--- config.mk ---
export PLATFORM = sky130hd
export DESIGN_NAME = fsnf_mul
export DESIGN_NICKNAME = d
export VERILOG_FILES = /design/src/rtl/core/fsnf_mul.sv
export SDC_FILE = /design/constraint.sdc
export NUM_CORES = 2
export LEC_CHECK = 0
export ABC_AREA = 1
export BUFFER_PORTS_ARGS = -buffer_cell sky130_fd_sc_hd__clkbuf_2
export CAP_MARGIN = 25
export CORE_MARGIN = 1.5
export CORE_UTILIZATION = 50
export CTS_BUF_LIST = sky130_fd_sc_hd__clkbuf_8 sky130_fd_sc_hd__clkbuf_16
export CTS_CLUSTER_DIAMETER = 40
export DETAILED_ROUTE_END_ITERATION = 12
export HOLD_SLACK_MARGIN = 0.12
export PLACE_DENSITY = 0.66
export SLEW_MARGIN = 20
export SYNTH_ARGS = -nofsm -noshare
export SYNTH_HDL_FRONTEND = slang
export SYNTH_SLANG_ARGS = --single-unit
export TNS_END_PERCENT = 20
--- constraint.sdc ---
create_clock -name clock -period 8.25 [get_ports clock]
set_clock_uncertainty 0.2 [all_clocks]
set_input_delay 1.2375 -clock clock [delete_from_list [all_inputs] [get_ports clock]]
set_output_delay 1.2375 -clock clock [all_outputs]
set_load 0.05 [all_outputs]
--- src/rtl/core/fsnf_mul.sv ---
// Pipelined wide unsigned multiplier built from 32x32 partial products.
module fsnf_mul #(
   parameter int AW  = 32,
   parameter int BW  = 32,
   parameter int LAT = 2
) (
   input  logic             clock,
   input  logic             adv,
   input  logic [AW-1:0]    a,
   input  logic [BW-1:0]    b,
   output logic [AW+BW-1:0] p
);

   localparam int NA  = (AW + 31) / 32;
   localparam int NB  = (BW + 31) / 32;
   localparam int RW  = 32 * NA + 32;
   localparam int SW  = 32 * (NA + NB);
   localparam int PAD = LAT - NB - 1;

   logic [32*NA-1:0] a_pad;
   logic [32*NB-1:0] b_pad;
   logic [63:0]      pp_ff   [NB][NA];
   logic [RW-1:0]    ev_c    [NB];
   logic [RW-1:0]    od_c    [NB];
   logic [RW-1:0]    row_in  [NB];
   logic [RW-1:0]    rows_ff [NB][NB];
   logic [SW-1:0]    acc_ff  [NB];

   assign a_pad = (32*NA)'(a);
   assign b_pad = (32*NB)'(b);

   // even and odd partial products of a row do not overlap among themselves
   always_comb begin
      for (int j = 0; j < NB; j++) begin
         ev_c[j] = '0;
         od_c[j] = '0;
         for (int i = 0; i < NA; i++) begin
            if (i % 2 == 0) begin
               ev_c[j][32*i +: 64] = pp_ff[j][i];
            end else begin
               od_c[j][32*i +: 64] = pp_ff[j][i];
            end
         end
         row_in[j] = ev_c[j] + od_c[j];
      end
   end

   always_ff @(posedge clock) begin
      if (adv) begin
         for (int j = 0; j < NB; j++) begin
            for (int i = 0; i < NA; i++) begin
               pp_ff[j][i] <= 64'(a_pad[32*i +: 32]) * 64'(b_pad[32*j +: 32]);
            end
            rows_ff[0][j] <= row_in[j];
         end
         acc_ff[0] <= SW'(row_in[0]);
         for (int k = 1; k < NB; k++) begin
            for (int j = 0; j < NB; j++) begin
               rows_ff[k][j] <= rows_ff[k-1][j];
            end
            acc_ff[k] <= acc_ff[k-1] + (SW'(rows_ff[k-1][k]) << (32 * k));
         end
      end
   end

   if (PAD == 0) begin : g_nopad
      assign p = acc_ff[NB-1][AW+BW-1:0];
   end else begin : g_pad
      logic [AW+BW-1:0] dly_ff [PAD];
      always_ff @(posedge clock) begin
         if (adv) begin
            dly_ff[0] <= acc_ff[NB-1][AW+BW-1:0];
            for (int i = 1; i < PAD; i++) begin
               dly_ff[i] <= dly_ff[i-1];
            end
         end
      end
      assign p = dly_ff[PAD-1];
   end

endmodule

==> results by group <==
Floorplanning
  – Site row count: 103
  – Initial Utilization: 0.506
  – Die W: 286 um
  – Die Footprint: 81600 sq um
  – Core Box Area: 79000 sq um
  – Die Y: 286 um
  – I/O Pins: 130

Clock tree
  – Clock slew at reported path FFs: 0.05 ns
  – CTS buffer count: 17
  – Clock sinks: 128
  – Hold bufs inserted after CTS: 0
  – Clock Latency Late Sink: 0.43 ns
  – Total setup buffers inserted after CTS: 0
  – H-tree levels: 4
  – Clock Tree Root: clkbuf_16
  – CTS tree: built
  – Post-CTS sizing: 0
  – Clk buf depth: 2

Hold path
  – HP Start: pp_ff[0][19]
  – Hold crit path type: flop to flop

Critical path
  – Setup crit start: a[20]
  – R2R Path Start: pp_ff[0][59]
  – CP Launch Type: primary input
  – CP Capture Type: flop
  – Reg2Reg Setup Slack: 7.28 ns
  – Crit-path max FO: 17
  – Kind of critical path: primary input to flop
  – Crit path required time: 8.20 ns
  – Worst EP arrival: roughly 7.8 ns

STA
  – Unrepaired setup endpoints after global routing: false
  – Final hold vios: 0
  – Slew Limit Headroom: 0.538
  – Setup TNS: 0 ns
  – Tcrit/Tclk final: 0.946
  – Tmin final: 7.80 ns
  – Worst-Margin Slew: 0.692 ns
  – Final Setup Violations: 0
  – Final number of max-transition violations: 0
  – F_max: 128 MHz

Routing
  – DR WL/cell: 17.2 um
  – Initial DRT Pass Iterations: 6
  – Routed Antenna Nets: 0
  – Post-route DRC: 0
  – Drt total wl: 108 mm
  – DR vias/cell: approximately 4.9
  – Drt initial violations: between 2000 and 2500
  – DR vias: 30601

Logic synthesis
  – Yosys reg bits: 128
  – Post-synthesis instance total: just over 5000
  – Cell Area, Synth: ~40000 sq um
  – Distinct cells, synth: 23
  – Seq/Total Area, Yosys: 0.0962
  – Synth Net Count: 6308
  – YS warnings: 0
  – Mean area per synthesized cell: 7.86 sq um

Placement
  – Routability cong.: between 0.9 and 1
  – Post-DP HPWL: 92.7 mm
  – Port bufs: 129

Outcome
  – Run status: finished, final reports clean

Global route
  – Vias in the first global route: 32102
  – GR Overflow Total: 0
  – Antenna violations before repair: 1
  – Largest net degree at the start of global routing: 84
  – First-pass GRT wire length: approximately 170 mm
  – Total Routing Usage GR: 0.275

Layout
  – Area growth, synth to finish: 7.64%
  – Sequential Area: 3840 sq um
  – Layout cells sized above 1: 0.0712
  – Multi-input gate area in the final layout: 28900 sq um
  – Final nets: between 6000 and 7000
  – Fillcell total: 7505

Job
  – Max_cap viols: 0
-- critical path, stage by stage --
cell,delay [ns]
clkbuf_2,0.51
buf_4,0.37
nand2_1,0.11
fa_1,0.57
fa_1,0.45
fa_1,0.60
fa_1,0.44
fa_1,0.48
fa_1,0.50
inv_1,0.05
fa_1,0.60
ha_1,0.28
ha_1,0.41
nand2_1,0.14
buf_4,0.16
nor2_2,0.13
inv_1,0.06
nor2_2,0.14
nand2_2,0.09
inv_1,0.06
nand2_1,0.11
nand3_1,0.10
nand2_1,0.12
-- area by class of cell --
cell class / count / share of cell area
clock buffer: 17 / 0.00989
tap: 1050 / 0.0305
timing repair buffer: 272 / 0.0443
antenna: 1 / 0.0000582
multi-input combinational: 3030 / 0.672
inverter: 1733 / 0.151
sequential: 128 / 0.0893
clock inverter: 14 / 0.00294
-- cells in the mapped netlist --
| cell type | count | area share |
|---|---|---|
| xnor2_1 | 4 | 0.00088 |
| ha_1 | 263 | 0.082 |
| o21bai_2 | 1 | 0.00028 |
| nor2_4 | 5 | 0.0014 |
| nand3_2 | 7 | 0.0018 |
| inv_2 | 10 | 0.00094 |
| xor2_1 | 32 | 0.0070 |
| inv_1 | 1723 | 0.16 |
| nand4_1 | 16 | 0.0025 |
| nor3_2 | 7 | 0.0018 |
| nor3_4 | 1 | 0.00041 |
| nand3_1 | 59 | 0.0074 |
| o21bai_1 | 11 | 0.0021 |
| a21oi_1 | 45 | 0.0056 |
| nand2_2 | 16 | 0.0025 |
| nor2_1 | 73 | 0.0069 |
| edfxtp_1 | 128 | 0.096 |
| o21ai_0 | 2 | 0.00025 |
| nand2_1 | 1559 | 0.15 |
| fa_1 | 896 | 0.45 |
| nor3_1 | 10 | 0.0013 |
| nor2_2 | 23 | 0.0036 |
| clkbuf_1 | 192 | 0.018 |
-- stage by stage --
step | cell area [sq um] | worst slack [ns] | cells | hold slack, ns | utilization
after floorplan | 40000 | 0.862 | 5083 | 0.200 | -
after global placement | 42400 | 0.0656 | 6212 | 0.202 | 0.537
after detailed placement | 42400 | 0.0362 | 6212 | 0.205 | 0.537
after CTS | 43000 | 0.476 | 6243 | 0.217 | 0.544
after global routing | 43000 | 0.242 | 6245 | 0.220 | 0.545
final | 43000 | 0.448 | 6245 | 0.214 | 0.545
-- path summary, 6_finish.rpt --
| kind | endpoint | cells past startpoint |
|---|---|---|
| max | pp_ff[0][46] | 23 |
| min | acc_ff[0][19] | 0 |
| max reg2reg | acc_ff[0][59] | 0 |
| min reg2reg | acc_ff[0][19] | 0 |
-- cell usage in the layout (no fill, tap or decap), drive strengths merged --
master    Yosys  final
nand3        66     66
edfxtp      128    128
clkbuf      192    145
xnor2         4      4
nor2        101    101
buf           0    144
bufinv        0      2
diode         0      1
ha          263    263
o21ai         2      2
clkinvlp      0      1
clkinv        0     10
nand4        16     16
inv        1733   1734
a21oi        45     45
fa          896    896
xor2         32     32
nor3         18     18
o21bai       12     12
nand2      1575   1575
-- metal layers --
metal / share of wire / track usage / vias to the layer above / routed length [um]
met2: 0.51 / 0.487 / 997 / 55000
li1: - / - / 14147 / -
met5: 0 / 0 / - / 0
met3: 0.055 / 0.0281 / 201 / 5900
met4: 0.036 / 0.0899 / 0 / 3840
met1: 0.40 / 0.353 / 15256 / 42900
-- flip-flops by register name (all words and copies together), names as in the netlist --
signal and flops:
pp_ff 64, acc_ff 64
-- logic make-up (layout without fill, tap and decap cells) --
logic type               Yosys count  count (layout)  synth area share
buffers and inverters           1925            2036             0.181
AND/OR/NAND/NOR                 1776            1776             0.176
adder cells (fa/ha/maj)         1159            1159             0.531
flip-flops                       128             128            0.0962
AO/OA/AOI/OAI                     59              59           0.00823
XOR/XNOR                          36              36           0.00789
other                              0               1                 0
Power is not shown: default switching activity piles up to over one toggle a cycle in this logic, so the estimate is an artifact.
